**src/rtl/core/fbsg_pkg.sv**
```systemverilog
// fbsg_pkg: widths, codes, constant tables and arithmetic helpers shared by
// the fourier basis sample generator core and its submodules
// no dependencies
`default_nettype none

package fbsg_pkg;

    localparam int unsigned LEN_W   = 11;
    localparam int unsigned IDX_W   = 10;
    localparam int unsigned SMP_W   = 16;
    localparam int unsigned CNT_W   = 2;
    localparam int unsigned MIN_LEN = 9;
    localparam int unsigned MAX_LEN = 1024;

    localparam int unsigned NIB_W   = 4;
    localparam int unsigned PRD_W   = 2 * IDX_W;
    localparam int unsigned MOD_STG = PRD_W / NIB_W;
    localparam int unsigned NUM_W   = 44;
    localparam int unsigned DIV_STG = NUM_W / NIB_W;
    localparam int unsigned HP_W    = 31;
    localparam int unsigned X_W     = 30;
    localparam int unsigned T_W     = 31;
    localparam int unsigned MAG_W   = 17;
    localparam int unsigned RCP_W   = 37;
    localparam int unsigned STEPS   = 5;

    localparam int unsigned FIFO_DEPTH = 4;
    localparam int unsigned FIFO_AW    = 2;

    localparam logic [T_W-1:0]  Q30_ONE     = 31'h4000_0000;
    localparam logic [HP_W-1:0] HALF_PI_Q30 = 31'd1686629713;
    localparam logic [46:0]     ROUND_Q29   = 47'd536870912;
    localparam logic [63:0]     RCP_ONE     = 64'd1 << RCP_W;

    // reciprocals ceil(2^37/d) for the horner divisors
    localparam logic [RCP_W-1:0] SIN_RCP [STEPS] = '{
        37'((RCP_ONE + 64'd71) / 64'd72),
        37'((RCP_ONE + 64'd41) / 64'd42),
        37'((RCP_ONE + 64'd19) / 64'd20),
        37'((RCP_ONE + 64'd5) / 64'd6),
        37'd0
    };
    localparam logic [RCP_W-1:0] COS_RCP [STEPS] = '{
        37'((RCP_ONE + 64'd89) / 64'd90),
        37'((RCP_ONE + 64'd55) / 64'd56),
        37'((RCP_ONE + 64'd29) / 64'd30),
        37'((RCP_ONE + 64'd11) / 64'd12),
        37'((RCP_ONE + 64'd1) / 64'd2)
    };

    localparam logic [1:0] CLS_ILLEGAL = 2'd0;
    localparam logic [1:0] CLS_DC      = 2'd1;
    localparam logic [1:0] CLS_NYQ     = 2'd2;
    localparam logic [1:0] CLS_PAIR    = 2'd3;

    localparam logic [CNT_W-1:0] CNT_NONE = 2'd0;
    localparam logic [CNT_W-1:0] CNT_ONE  = 2'd1;
    localparam logic [CNT_W-1:0] CNT_TWO  = 2'd2;

    localparam logic [1:0] QUAD_0 = 2'd0;
    localparam logic [1:0] QUAD_1 = 2'd1;
    localparam logic [1:0] QUAD_2 = 2'd2;
    localparam logic [1:0] QUAD_3 = 2'd3;

    localparam logic REG_BLOCK_LENGTH = 1'b0;
    localparam logic REG_LOWEST_INDEX = 1'b1;

    localparam logic [SMP_W-1:0] SMP_MAX = 16'h7FFF;
    localparam logic [SMP_W-1:0] SMP_MIN = 16'h8000;
    localparam logic [MAG_W-1:0] MAG_MAX = 17'd32767;

    typedef struct packed {
        logic [1:0]       cls;
        logic [IDX_W-1:0] freq;
        logic [IDX_W-1:0] tim;
    } t_entry;

    typedef struct packed {
        logic [1:0] cls;
        logic       kodd;
        logic [1:0] quad;
        logic       fold;
    } t_side;

    typedef struct packed {
        logic [X_W-1:0]   quo;
        logic [LEN_W-1:0] rem;
    } t_div;

    // four restoring remainder steps
    function automatic logic [LEN_W-1:0] mod_nib(input logic [LEN_W-1:0] rem,
                                                 input logic [NIB_W-1:0] nib,
                                                 input logic [LEN_W-1:0] n);
        logic [LEN_W:0] w;
        logic [LEN_W-1:0] r;
        r = rem;
        for (int b = NIB_W - 1; b >= 0; b--) begin
            w = {r, nib[b]};
            if (w >= {1'b0, n}) begin
                w = w - {1'b0, n};
            end
            r = w[LEN_W-1:0];
        end
        return r;
    endfunction

    // four restoring division steps, quotient bits shifted in
    function automatic t_div div_nib(input t_div d, input logic [NIB_W-1:0] nib,
                                     input logic [LEN_W-1:0] n);
        logic [LEN_W:0] w;
        t_div o;
        o = d;
        for (int b = NIB_W - 1; b >= 0; b--) begin
            w = {o.rem, nib[b]};
            if (w >= {1'b0, n}) begin
                w = w - {1'b0, n};
                o.quo = {o.quo[X_W-2:0], 1'b1};
            end else begin
                o.quo = {o.quo[X_W-2:0], 1'b0};
            end
            o.rem = w[LEN_W-1:0];
        end
        return o;
    endfunction

    function automatic logic [X_W-1:0] mul_q30(input logic [X_W-1:0] a,
                                               input logic [T_W-1:0] t);
        logic [X_W+T_W-1:0] p;
        p = {{T_W{1'b0}}, a} * {{X_W{1'b0}}, t};
        return p[2*X_W-1:X_W];
    endfunction

    function automatic logic [X_W-1:0] div_const(input logic [X_W-1:0] a,
                                                 input logic [RCP_W-1:0] m);
        logic [X_W+RCP_W-1:0] p;
        p = {{RCP_W{1'b0}}, a} * {{X_W{1'b0}}, m};
        return p[X_W+RCP_W-1:RCP_W];
    endfunction

    function automatic logic [MAG_W-1:0] to_mag(input logic [T_W-1:0] v);
        logic [46:0] w;
        w = {1'b0, v, 15'd0} + ROUND_Q29;
        return w[46:30];
    endfunction

    function automatic logic [SMP_W-1:0] to_sample(input logic [MAG_W-1:0] m,
                                                   input logic neg);
        logic [MAG_W-1:0] nm;
        nm = ~m + 17'd1;
        if (neg) begin
            return nm[SMP_W-1:0];
        end else if (m > MAG_MAX) begin
            return SMP_MAX;
        end
        return m[SMP_W-1:0];
    endfunction

endpackage

`default_nettype wire

```
**src/rtl/core/fbsg_front.sv**
```systemverilog
// fbsg_front: input beat acceptance and index classification
// depends on fbsg_pkg
`default_nettype none

module fbsg_front (
    input  wire logic                        i_s_valid,
    input  wire logic [fbsg_pkg::IDX_W-1:0]  i_freq,
    input  wire logic [fbsg_pkg::IDX_W-1:0]  i_time,
    input  wire logic [fbsg_pkg::LEN_W-1:0]  i_block_length,
    input  wire logic [fbsg_pkg::IDX_W-1:0]  i_lowest_index,
    input  wire logic                        i_full,
    output logic                             o_s_ready,
    output logic                             o_push,
    output fbsg_pkg::t_entry                 o_entry
);

    logic [fbsg_pkg::LEN_W-1:0] w_half;
    logic w_illegal, w_nyq;

    assign w_half    = i_block_length >> 1;
    assign w_illegal = (i_block_length < fbsg_pkg::LEN_W'(fbsg_pkg::MIN_LEN))
                    || (i_block_length > fbsg_pkg::LEN_W'(fbsg_pkg::MAX_LEN))
                    || (i_freq < i_lowest_index)
                    || ({1'b0, i_freq} > w_half);
    assign w_nyq     = !i_block_length[0] && ({1'b0, i_freq} == w_half);

    assign o_s_ready = !i_full;
    assign o_push    = i_s_valid && !i_full;

    always_comb begin
        o_entry.freq = i_freq;
        o_entry.tim  = i_time;
        priority if (w_illegal) begin
            o_entry.cls = fbsg_pkg::CLS_ILLEGAL;
        end else if (i_freq == '0) begin
            o_entry.cls = fbsg_pkg::CLS_DC;
        end else if (w_nyq) begin
            o_entry.cls = fbsg_pkg::CLS_NYQ;
        end else begin
            o_entry.cls = fbsg_pkg::CLS_PAIR;
        end
    end

endmodule

`default_nettype wire

```
**config.mk**
```make
export PLATFORM = sky130hd
export DESIGN_NAME = fbsg_front
export DESIGN_NICKNAME = d
export VERILOG_FILES = /design/src/rtl/core/fbsg_pkg.sv /design/src/rtl/core/fbsg_front.sv
export SDC_FILE = /design/constraint.sdc
export NUM_CORES = 1
export LEC_CHECK = 0
export BUFFER_PORTS_ARGS = -buffer_cell sky130_fd_sc_hd__buf_2
export CAP_MARGIN = 40
export CORE_MARGIN = 4
export CORE_UTILIZATION = 44
export DETAILED_ROUTE_END_ITERATION = 10
export GPL_ROUTABILITY_DRIVEN = 0
export PLACE_DENSITY = 0.91
export SLEW_MARGIN = 20
export SYNTH_ARGS = -nofsm -noshare
export SYNTH_HDL_FRONTEND = slang
export SYNTH_SLANG_ARGS = --single-unit
export TNS_END_PERCENT = 20
```
**constraint.sdc**
```tcl
create_clock -name vclk -period 3
set_clock_uncertainty 0.05 [all_clocks]
set_input_delay 0.3 -clock vclk [all_inputs]
set_output_delay 0.3 -clock vclk [all_outputs]
set_load 0.05 [all_outputs]
```
== After elaboration in Yosys (flattened, before gate mapping) ==
Index checks and enable logic that the tools add are counted.
Word-level totals
  flip-flop bits (word level): 0
  input port bits: 43
  output and inout port bits: 24
  logic and storage cells: 16
Operators by class
  $lt $le $gt $ge: 4
  eq/ne operators: 1
  mux-type cells: 3
  reduce and logical (&&, ||, !) cells: 8
Operators by type and width (count)
  $gt 11x11->1 const B: 1
  $lt 11x4->1 const B: 1
  $eq 10x10->1: 1
  $gt 10x10->1: 1
  $logic_not 10->1: 1
  $lt 10x10->1: 1
  $mux 2: 2
  $logic_or 1x1->1: 3
  $logic_and 1x1->1: 2
  $logic_not 1->1: 2
  $mux 1: 1

== Logic depth before layout (Yosys ltp) ==
  depth after elaboration: 5
  gate-level depth with buffers: 7
  mapped depth without buffers: 7

== Worst setup path before layout ==
Ideal clock, no wire load.
  path kind: input-to-output
  start point: input port i_lowest_index[3] in the netlist's numbering
  end point: output port o_entry[21] in the netlist's numbering
  data arrival time: 2.227 ns
  required time: 2.650 ns
  setup slack: 0.423 ns
  stages: 7
  path buffers: 0
  cells stage by stage: inv_1 -> ha_1 -> a21o_1 -> a21oi_1 -> nor3b_1 -> nor4_4 -> nor3_1
RTL lines
  from (decl): line fbsg_front.sv:10  | input wire logic [fbsg_pkg::IDX_W-1:0] i_lowest_index,
  to (decl): line fbsg_front.sv:14  | output fbsg_pkg::t_entry o_entry

==> impl_metrics.tcl <==
set metrics [dict create \
    port_buffers 47 \
    hp-class "input pin to output port" \
    grt.overflow.total 0 \
    crit_start "i_freq[8]" \
    finalSetupTns_ns 0 \
    path_buf_inv 2 \
    ys_seq_area_frac 0 \
    core_area_mm2 0.00159 \
    diodes 0 \
    vias 761 \
    track_usage 0.139 \
    min_to "o_entry[9]" \
    path_cells "buf_2 -> ha_1 -> nand4_1 -> nor3_1 -> nor4_4 -> nor3_1 -> buf_2" \
    slew_headroom 0.768 \
    syn_to_final_growth_pct 14.7 \
    crit_arrival_ns 1.77 \
    clock_buffers 0 \
    final_nets 196 \
    fp.dieH_um 50.1 \
    power_leakage_uw 0.000531 \
    worstSetupEndpointType "output port" \
    dieArea_mm2 0.00251 \
    syn_inst 105 \
    avgSynthCellArea_um2 7.44 \
    yosys.area_share.simple 0.269 \
    grt_setup_unrepaired "false" \
    drc 0 \
    synth_top_family_by_area "adder cells" \
    hold_viol_final 0 \
    worst-setup-path-type "input pin to output port" \
    place_hpwl_mm 1.67 \
    grt_pass1_vias 735 \
    slew_violations 0 \
    fin_crit_sh 0.706 \
    fp-row-count 14 \
    post-cts-setup-buffers 0 \
    worstMarginPinSlew_ns 0.345 \
    ys_types 26 \
    start_util 0.490 \
    syn_nets 167 \
    status "finished clean" \
    fin_util 0.562 \
    clock.fmax_mhz 472 \
    yosys.area_share.adder 0.304 \
    synth_xor_area_frac 0 \
    drt-wirelength-per-cell_um 11.5 \
    grt_start_max_net_pins 5 \
    min_period_ns 2.12 \
    grt_pass1_wl_mm 2.96 \
    crit_family "simple AND/OR/NAND/NOR gates" \
    slowest_stage "nor3_1" \
    dr.pass1.iters 4 \
    hold_depth 0 \
    maxCapViolations 0 \
    seq_cells 0 \
    grt_antenna_before_repair 0 \
    synth-compound-area-share 0.138 \
    fillers 159 \
    cp_max_fo 4 \
    drt_iter0_markers 4 \
    final-setup-viol-count 0 \
    synth_warnings 0 \
    seq_area_um2 0 \
    via_per_inst 4.88 \
    io_pins 67 \
    synth.area.mux_share 0 \
    min_from "i_time[9]" \
    holdBufCountCts 0 \
    startpoint_type "input pin" \
    die_w_um 50.1 \
    layout-drive-gt1-share 0.409 \
    peakVddDrop_uv 59.7 \
    wl_mm 1.80 \
    cp_data_required_time_ns 2.65 \
    slowest_delay_ns 0.36 \
    ant_nets 0 \
    p_per_area_mw_per_mm2 171 \
    cts_resized 0 \
    synth_area_um2 781 \
]
[through the flow]
stage	instance area, um2	instances	power, uW	hold WS [ns]	setup slack (ns)
after floorplan	781	105	145	0.717	0.423
after global placement	896	156	149	0.550	0.911
after detailed placement	896	156	154	0.550	0.867
after CTS	896	156	154	0.550	0.864
after global routing	896	156	168	0.550	0.765
final	896	156	153	0.550	0.883
[cells in the mapped netlist (2+ instances only)]
cell type  count  share of area
buf_4         20           0.19
inv_1         20          0.096
ha_1          19           0.30
nor2_1         6          0.029
nand2_1        4          0.019
nand4_1        4          0.032
a21oi_1        3          0.019
nor2b_1        3          0.024
nor3_1         3          0.019
o21ai_0        3          0.019
a211oi_1       2          0.019
nor4_1         2          0.016
nor4_4         2          0.054
o21ai_1        2          0.013
[cells by family after synthesis]
| kind of cell | Yosys count |
|---|---|
| AOI/OAI and AO/OA | 16 |
| adders and majority gates | 19 |
| buffers and inverters | 40 |
| and+or+nand+nor | 30 |
[power by group]
group	switching, uW	internal (uW)	leakage (uW)	total, uW
Sequential	0	0	0	0
Clock	0	0	0	0
Combinational	95.9	57.4	0.000531	153
[layer usage]
layer  routed length [um]  vias to the layer above  GRT usage  share of wire
li1                     -                      397          -              -
met1                  740                      327      0.174           0.41
met2                  890                       35      0.265           0.49
met3                  166                        2     0.0120          0.092
met4                    4                        0    0.00461         0.0022
met5                    0                        -          0              0
[placed cells by master (no fill, tap or decap), drive strengths merged]
master,instances
buf,47
inv,20
ha,19
nor2,6
o21ai,5
nor3,5
nand4,4
nand2,4
nor4,4
nor2b,3
a21oi,3
a211oi,3
nand2b,2
a21o,2
a31oi,1
a41oi,1
nor3b,1
nand3,1
o311ai,1
[area by class of cell]
type                            count  area (um2)  share of cell area
Inverter                           20        75.1              0.0838
Multi-Input combinational cell     65         556               0.620
Tap cell                           24        30.0              0.0335
Timing Repair Buffer               47         235               0.263
[worst max path at each step]
stage	to	slack, ns	cells past startpoint
after floorplan	o_entry[21]	0.42	7
after global placement	o_entry[21]	0.91	7
after detailed placement	o_entry[21]	0.87	7
after CTS	o_entry[21]	0.86	7
after global routing	o_entry[20]	0.77	7
final	o_entry[21]	0.88	7
Note: power is estimated with default switching activity, not from simulation.
