### config.mk
export PLATFORM = sky130hd
export DESIGN_NAME = fbsg_fifo
export DESIGN_NICKNAME = d
export VERILOG_FILES = /design/src/rtl/core/fbsg_pkg.sv /design/src/rtl/core/fbsg_fifo.sv
export SDC_FILE = /design/constraint.sdc
export NUM_CORES = 1
export LEC_CHECK = 0
export BUFFER_PORTS_ARGS = -buffer_cell sky130_fd_sc_hd__buf_2
export CORE_AREA = 10 10 97 99
export CTS_CLUSTER_DIAMETER = 100
export CTS_CLUSTER_SIZE = 8
export DETAILED_ROUTE_END_ITERATION = 8
export DIE_AREA = 0 0 107 109
export HOLD_SLACK_MARGIN = 0.15
export PLACE_DENSITY_LB_ADDON = 0.05
export SYNTH_ARGS = -nofsm -noshare
export SYNTH_HDL_FRONTEND = slang
export SYNTH_SLANG_ARGS = --single-unit
### constraint.sdc
create_clock -name i_clk -period 4.7 [get_ports i_clk]
set_clock_uncertainty 0.15 [all_clocks]
set_input_delay 0.47 -clock i_clk [delete_from_list [all_inputs] [get_ports i_clk]]
set_output_delay 0.47 -clock i_clk [all_outputs]
set_load 0.005 [all_outputs]
### src/rtl/core/fbsg_pkg.sv
// fbsg_pkg: widths, codes, constant tables and arithmetic helpers shared by
// the fourier basis sample generator core and its submodules
// no dependencies
`default_nettype none

package fbsg_pkg;

    localparam int unsigned LEN_W   = 11;
    localparam int unsigned IDX_W   = 10;
    localparam int unsigned SMP_W   = 16;
    localparam int unsigned CNT_W   = 2;
    localparam int unsigned MIN_LEN = 9;
    localparam int unsigned MAX_LEN = 1024;

    localparam int unsigned NIB_W   = 4;
    localparam int unsigned PRD_W   = 2 * IDX_W;
    localparam int unsigned MOD_STG = PRD_W / NIB_W;
    localparam int unsigned NUM_W   = 44;
    localparam int unsigned DIV_STG = NUM_W / NIB_W;
    localparam int unsigned HP_W    = 31;
    localparam int unsigned X_W     = 30;
    localparam int unsigned T_W     = 31;
    localparam int unsigned MAG_W   = 17;
    localparam int unsigned RCP_W   = 37;
    localparam int unsigned STEPS   = 5;

    localparam int unsigned FIFO_DEPTH = 4;
    localparam int unsigned FIFO_AW    = 2;

    localparam logic [T_W-1:0]  Q30_ONE     = 31'h4000_0000;
    localparam logic [HP_W-1:0] HALF_PI_Q30 = 31'd1686629713;
    localparam logic [46:0]     ROUND_Q29   = 47'd536870912;
    localparam logic [63:0]     RCP_ONE     = 64'd1 << RCP_W;

    // reciprocals ceil(2^37/d) for the horner divisors
    localparam logic [RCP_W-1:0] SIN_RCP [STEPS] = '{
        37'((RCP_ONE + 64'd71) / 64'd72),
        37'((RCP_ONE + 64'd41) / 64'd42),
        37'((RCP_ONE + 64'd19) / 64'd20),
        37'((RCP_ONE + 64'd5) / 64'd6),
        37'd0
    };
    localparam logic [RCP_W-1:0] COS_RCP [STEPS] = '{
        37'((RCP_ONE + 64'd89) / 64'd90),
        37'((RCP_ONE + 64'd55) / 64'd56),
        37'((RCP_ONE + 64'd29) / 64'd30),
        37'((RCP_ONE + 64'd11) / 64'd12),
        37'((RCP_ONE + 64'd1) / 64'd2)
    };

    localparam logic [1:0] CLS_ILLEGAL = 2'd0;
    localparam logic [1:0] CLS_DC      = 2'd1;
    localparam logic [1:0] CLS_NYQ     = 2'd2;
    localparam logic [1:0] CLS_PAIR    = 2'd3;

    localparam logic [CNT_W-1:0] CNT_NONE = 2'd0;
    localparam logic [CNT_W-1:0] CNT_ONE  = 2'd1;
    localparam logic [CNT_W-1:0] CNT_TWO  = 2'd2;

    localparam logic [1:0] QUAD_0 = 2'd0;
    localparam logic [1:0] QUAD_1 = 2'd1;
    localparam logic [1:0] QUAD_2 = 2'd2;
    localparam logic [1:0] QUAD_3 = 2'd3;

    localparam logic REG_BLOCK_LENGTH = 1'b0;
    localparam logic REG_LOWEST_INDEX = 1'b1;

    localparam logic [SMP_W-1:0] SMP_MAX = 16'h7FFF;
    localparam logic [SMP_W-1:0] SMP_MIN = 16'h8000;
    localparam logic [MAG_W-1:0] MAG_MAX = 17'd32767;

    typedef struct packed {
        logic [1:0]       cls;
        logic [IDX_W-1:0] freq;
        logic [IDX_W-1:0] tim;
    } t_entry;

    typedef struct packed {
        logic [1:0] cls;
        logic       kodd;
        logic [1:0] quad;
        logic       fold;
    } t_side;

    typedef struct packed {
        logic [X_W-1:0]   quo;
        logic [LEN_W-1:0] rem;
    } t_div;

    // four restoring remainder steps
    function automatic logic [LEN_W-1:0] mod_nib(input logic [LEN_W-1:0] rem,
                                                 input logic [NIB_W-1:0] nib,
                                                 input logic [LEN_W-1:0] n);
        logic [LEN_W:0] w;
        logic [LEN_W-1:0] r;
        r = rem;
        for (int b = NIB_W - 1; b >= 0; b--) begin
            w = {r, nib[b]};
            if (w >= {1'b0, n}) begin
                w = w - {1'b0, n};
            end
            r = w[LEN_W-1:0];
        end
        return r;
    endfunction

    // four restoring division steps, quotient bits shifted in
    function automatic t_div div_nib(input t_div d, input logic [NIB_W-1:0] nib,
                                     input logic [LEN_W-1:0] n);
        logic [LEN_W:0] w;
        t_div o;
        o = d;
        for (int b = NIB_W - 1; b >= 0; b--) begin
            w = {o.rem, nib[b]};
            if (w >= {1'b0, n}) begin
                w = w - {1'b0, n};
                o.quo = {o.quo[X_W-2:0], 1'b1};
            end else begin
                o.quo = {o.quo[X_W-2:0], 1'b0};
            end
            o.rem = w[LEN_W-1:0];
        end
        return o;
    endfunction

    function automatic logic [X_W-1:0] mul_q30(input logic [X_W-1:0] a,
                                               input logic [T_W-1:0] t);
        logic [X_W+T_W-1:0] p;
        p = {{T_W{1'b0}}, a} * {{X_W{1'b0}}, t};
        return p[2*X_W-1:X_W];
    endfunction

    function automatic logic [X_W-1:0] div_const(input logic [X_W-1:0] a,
                                                 input logic [RCP_W-1:0] m);
        logic [X_W+RCP_W-1:0] p;
        p = {{RCP_W{1'b0}}, a} * {{X_W{1'b0}}, m};
        return p[X_W+RCP_W-1:RCP_W];
    endfunction

    function automatic logic [MAG_W-1:0] to_mag(input logic [T_W-1:0] v);
        logic [46:0] w;
        w = {1'b0, v, 15'd0} + ROUND_Q29;
        return w[46:30];
    endfunction

    function automatic logic [SMP_W-1:0] to_sample(input logic [MAG_W-1:0] m,
                                                   input logic neg);
        logic [MAG_W-1:0] nm;
        nm = ~m + 17'd1;
        if (neg) begin
            return nm[SMP_W-1:0];
        end else if (m > MAG_MAX) begin
            return SMP_MAX;
        end
        return m[SMP_W-1:0];
    endfunction

endpackage

`default_nettype wire

### src/rtl/core/fbsg_fifo.sv
// fbsg_fifo: four-entry queue of classified requests between front and back
// depends on fbsg_pkg
`default_nettype none

module fbsg_fifo (
    input  wire logic            i_clk,
    input  wire logic            i_rst_n,
    input  wire logic            i_push,
    input  wire fbsg_pkg::t_entry i_entry,
    input  wire logic            i_pop,
    output logic                 o_full,
    output logic                 o_empty,
    output fbsg_pkg::t_entry     o_entry
);

    fbsg_pkg::t_entry r_mem [fbsg_pkg::FIFO_DEPTH];
    logic [fbsg_pkg::FIFO_AW-1:0] r_wptr, r_rptr;
    logic [fbsg_pkg::FIFO_AW:0]   r_cnt;
    logic w_push, w_pop;

    assign o_full  = (r_cnt == (fbsg_pkg::FIFO_AW + 1)'(fbsg_pkg::FIFO_DEPTH));
    assign o_empty = (r_cnt == '0);
    assign w_push  = i_push && !o_full;
    assign w_pop   = i_pop && !o_empty;
    assign o_entry = r_mem[r_rptr];

    always_ff @(posedge i_clk) begin
        if (w_push) begin
            r_mem[r_wptr] <= i_entry;
        end
    end

    always_ff @(posedge i_clk) begin
        if (!i_rst_n) begin
            r_wptr <= '0;
            r_rptr <= '0;
            r_cnt  <= '0;
        end else begin
            if (w_push) begin
                r_wptr <= r_wptr + 1'b1;
            end
            if (w_pop) begin
                r_rptr <= r_rptr + 1'b1;
            end
            if (w_push && !w_pop) begin
                r_cnt <= r_cnt + 1'b1;
            end else if (w_pop && !w_push) begin
                r_cnt <= r_cnt - 1'b1;
            end
        end
    end

endmodule

`default_nettype wire

# Word-level counts from Yosys, hierarchy flattened
# Memory sizes are Yosys's and may differ from the RTL's. A register that Yosys moved wholly into a read port is not among the register bits.
# Cells that the tools add are included.
# Widths: inputs -> output; s select.
[classes]
n_addsub = 4
n_eq_ne = 1
mux = 6
reduce_logical = 10
[ops]
columns = ["op", "count"]
rows = [
  ["$mux 3", 2],
  ["$add 2x1->2 const B", 2],
  ["$logic_and 1x1->1", 4],
  ["$logic_not 1->1", 4],
  ["$mux 2", 2],
  ["$add 3x1->3 const B", 1],
  ["$eq 3x3->1 const B", 1],
  ["$logic_not 3->1", 1],
  ["$sub 3x1->3 const B", 1],
  ["$mux 1", 2],
  ["$reduce_bool 2->1", 1],
]
[totals]
ff_bits = 7
ram_bits = 88
input_bits = 26
output_inout_bits = 24
word_cells = 25
memories = 1
[memory_table]
columns = ["name", "words", "width", "rd", "rd_clocked_by_memory_dff", "write_ports", "line", "rtl"]
rows = [
  ["r_mem", 4, 22, 1, 1, 1, "fbsg_fifo.sv:16", "fbsg_pkg::t_entry r_mem [fbsg_pkg::FIFO_DEPTH];"],
]

# Longest topological paths before layout
[logic_depth]
depth_word = 7
mapped_depth = 9
mapped_depth_nobuf = 8

# Worst setup path after synthesis
# No wires, ideal clock.
[synth_timing]
kind = "register to register"
from = "register r_cnt[0] (netlist bit)"
to = "register r_cnt[2] (netlist bit)"
arrival_time_ns = 1.946
setup_slack_ns = 2.534
stages_incl_launch_ff = 10
period_less_slack_ns = 2.166
cell_sequence = "dfxtp_1 > nor3b_2 > nor2b_1 > buf_6 > ha_1 > inv_1 > fa_1 > xor2_1 > or3_1 > a21boi_1"
[synth_via]
elab_chain_len = 6
elab_cells_between_ends = 15
classes_between = "2 x add/sub; 1 x eq/ne; 2 x mux; 10 x reduce/logical"
[synth_lines]
columns = ["item", "line", "rtl"]
rows = [
  ["start: declaration", "fbsg_fifo.sv:18", "logic [fbsg_pkg::FIFO_AW:0] r_cnt;"],
  ["start signal: assignment", "fbsg_fifo.sv:46", "r_cnt <= r_cnt + 1'b1;"],
  ["start signal: assignment", "fbsg_fifo.sv:48", "r_cnt <= r_cnt - 1'b1;"],
  ["$eq 3x3->1 *", "fbsg_fifo.sv:21", "assign o_full = (r_cnt == (fbsg_pkg::FIFO_AW + 1)'(fbsg_pkg::FIFO_DEPTH));"],
  ["named net o_full", "fbsg_fifo.sv:11", "output logic o_full,"],
  ["$logic_not 1->1 *", "fbsg_fifo.sv:23", "assign w_push = i_push && !o_full;"],
  ["$logic_and 1x1->1 *", "fbsg_fifo.sv:23", ""],
  ["named net w_push", "fbsg_fifo.sv:19", "logic w_push, w_pop;"],
  ["$logic_not 1->1", "fbsg_fifo.sv:47", "end else if (w_pop && !w_push) begin"],
  ["$logic_and 1x1->1", "fbsg_fifo.sv:47", ""],
  ["$reduce_bool 2->1 (no line)", "-", ""],
]
# The timed path passes the listed nets; every way through them passes the cells marked *. The select of a mux whose other input is x is not followed.
# A chain may end at the register's enable or synchronous reset.

==> flow_metrics.env <==
export IMPL_multiInputGateArea_um2=778
export IMPL_grt_pass1_wl_um=9690
export IMPL_status="finished, final reports clean"
export IMPL_hold_path_class="primary input to flop"
export IMPL_avgSynthCellArea_um2=22.6
export IMPL_synthAdderAreaFrac=0.0226
export IMPL_gp_congestion=0.719
export IMPL_synthXorXnorAreaFrac=0.00957
export IMPL_drive_gt1_frac=0.398
export IMPL_globalRoute_busiestLayer="met2"
export IMPL_cp_max_fo=22
export IMPL_syn_inst=162
export IMPL_postCtsSetupRepairBufs=0
export IMPL_yosys_warnings=0
export IMPL_start_util=0.486
export IMPL_critPathKind="flop to primary output"
export IMPL_slew_headroom=0.238
export IMPL_cts_tree="done"
export IMPL_cts_buffer_depth=2
export IMPL_cap_violations=0
export IMPL_async_flop_share=0
export IMPL_cts_buffers_inserted=9
export IMPL_leakage_nw=1.44
export IMPL_final_max_slew_violation_count=0
export IMPL_dr_pass1_iters=6
export IMPL_rows=32
export IMPL_grt_met3_usage=0.0431
export IMPL_crit_arrival_ns=2.01
export IMPL_drtAntennaViolNets=0
export IMPL_cts_hold_buffers=0
export IMPL_finalHoldViolCount=0
export IMPL_yosys_area_share_simple=0.0277
export IMPL_syn_to_final_growth_pct=15.5
export IMPL_antenna_found_initial=0
export IMPL_num_antenna_cells=0
export IMPL_route_detailed_drc=0
export IMPL_synth_largest_area_cell="edfxtp_1"
export IMPL_grt_pass1_vias=1857
export IMPL_wl_per_cell_um=19.0
export IMPL_final_period_utilization=0.559
export IMPL_yosysUniqueCellTypes=22
export IMPL_crit_required_ns=4.08
export IMPL_via_per_inst=5.13
export IMPL_placed_cells=307
export IMPL_layout_min_cycle_time_ns=2.63
export IMPL_via_count=1658
export IMPL_clock_latency_ns=0.34
export IMPL_nFillCells=613
export IMPL_die_h_um=109
export IMPL_end_kind="primary output"
export IMPL_cts_repair_resized=0
export IMPL_synth_edf_count=88
export IMPL_dr_first_iter_drc_count=42
export IMPL_path_clk_slew_ns=0.09
export IMPL_power_density_nw_per_um2=527
export IMPL_wirelength_um=6140
export IMPL_place_area_um2=3990
export IMPL_grt_total_usage=0.109
export IMPL_netlist_area_um2=3660
export IMPL_met1_usage=0.121
export IMPL_synth_area_leaders="edfxtp_1, mux4_2, dfxtp_1"
export IMPL_cts_sinks=97
export IMPL_fin_area_um2=4230
export IMPL_seqCellArea_um2=2820
export IMPL_final_setup_tns_ns=0
export IMPL_synth_top_family_by_area="multiplexers"
export IMPL_fmaxAchievable_mhz=381
export IMPL_post_dp_hpwl_um=4050
export IMPL_synth_top_cell_area_share=0.722
export IMPL_numPortBuffers=49
export IMPL_syn_nets=194
export IMPL_cp_start_kind="flop"
export IMPL_die_w_um=107
export IMPL_instances_no_fill=323
export IMPL_ys_flop_type="edfxtp_1"
export IMPL_grt_start_max_net_pins=23
export IMPL_rsz0062_at_grt="no"
export IMPL_worst_pin_slew_ns=1.14
export IMPL_ir_drop_uv=260
export IMPL_synthMuxAreaShare=0.144
export IMPL_dieArea_um2=11700
export IMPL_final_nets=248
export IMPL_ys_ff_latch=97
export IMPL_synth_compound_area_frac=0.00923
export IMPL_met2_usage=0.188
export IMPL_setup_viol=0
export IMPL_gr_total_overflow=0
export IMPL_root_buffer="clkbuf_8"
export IMPL_h_tree_depth=3
export IMPL_io_pin_count=50
export IMPL_core_area_um2=7530
export IMPL_yosysSeqAreaShare=0.771
[area by class of cell]
| class | count | share of cell area |
|---|---|---|
| clock buffers | 9 | 0.0293 |
| clock inverters | 7 | 0.0272 |
| multi-input cells | 56 | 0.184 |
| well taps | 102 | 0.0302 |
| inverters | 3 | 0.00267 |
| repair buffers | 49 | 0.0580 |
| flip-flops and latches | 97 | 0.668 |
[Yosys cell counts, drive strengths merged, types with 2 or more instances]
cell type,count
edfxtp,88
ha,5
nand2,4
dfxtp,9
buf,5
and2,8
nor2b,2
inv,3
xnor2,3
mux2i,3
mux4,22
[sequential cells by signal (all words and copies together), names as in the netlist, named ones only]
name	count
r_rptr	2
r_wptr	2
r_cnt	3
r_mem	88
[per-stage QoR]
stage	util	worst slack [ns]	hold slack (ns)	total power, mW
global route	0.561	1.91	0.166	2.35
global placement	0.530	2.23	0.331	1.62
detailed placement	0.530	2.14	0.344	1.64
CTS	0.561	1.99	0.170	2.26
floorplan	-	2.53	0.318	1.46
finish	0.561	2.07	0.186	2.23
[logic make-up after synthesis]
family	after synthesis
fa+ha+maj	6
compound gates	4
flops	97
mux	25
xor+xnor	4
simple gates	17
buf+inv	9
[path summary, 6_finish.rpt]
kind / from / cells after the start / slack [ns] / to
max: flop / 2 / 2.07 / o_entry[19]
min: i_entry[11] / 1 / 0.19 / r_mem[2][11]$_DFFE_PP_
max reg2reg: r_cnt[0]$_SDFFE_PN0P_ / 8 / 2.15 / r_cnt[2]$_SDFFE_PN0P_
min reg2reg: r_wptr[0]$_SDFFE_PN0P_ / 2 / 0.36 / r_wptr[0]$_SDFFE_PN0P_
[cells in the final DEF (no fill, tap or decap)]
| cell | netlist | final |
|---|---|---|
| and2_1 | 8 | 8 |
| nor3b_2 | 1 | 1 |
| nor2b_1 | 2 | 2 |
| xnor2_1 | 3 | 3 |
| ha_1 | 5 | 5 |
| xor2_1 | 1 | 1 |
| o21ai_0 | 1 | 1 |
| or3_1 | 1 | 1 |
| mux4_2 | 22 | 22 |
| inv_6 | 0 | 2 |
| o311ai_1 | 1 | 1 |
| clkinv_1 | 0 | 2 |
| a21boi_1 | 1 | 1 |
| bufinv_16 | 0 | 3 |
| nand2_1 | 4 | 4 |
| mux2i_1 | 3 | 3 |
| inv_1 | 3 | 3 |
| fa_1 | 1 | 1 |
| nor3_1 | 1 | 1 |
| buf_2 | 2 | 49 |
| clkbuf_8 | 0 | 9 |
| o31ai_2 | 1 | 1 |
| dfxtp_1 | 9 | 8 |
| dfxtp_2 | 0 | 1 |
| edfxtp_1 | 88 | 88 |
[worst max-delay path, cell delays in order (launching register included)]
cell	delay, ns
dfxtp_1	1.06
mux4_2	0.44
buf_2	0.16
[power breakdown]
group	switching [mW]	internal (mW)	leakage [nW]
Clock	0.273	0.354	0.119
Sequential	0.103	1.05	0.881
Combinational	0.180	0.263	0.442
Total	0.556	1.67	1.44
[per-layer routing]
layer,part of all wire,vias to the layer above
met5,0,-
met4,0.0068,0
met3,0.065,4
met2,0.52,42
met1,0.41,848
li1,-,764
(Power assumes the default switching activity.)
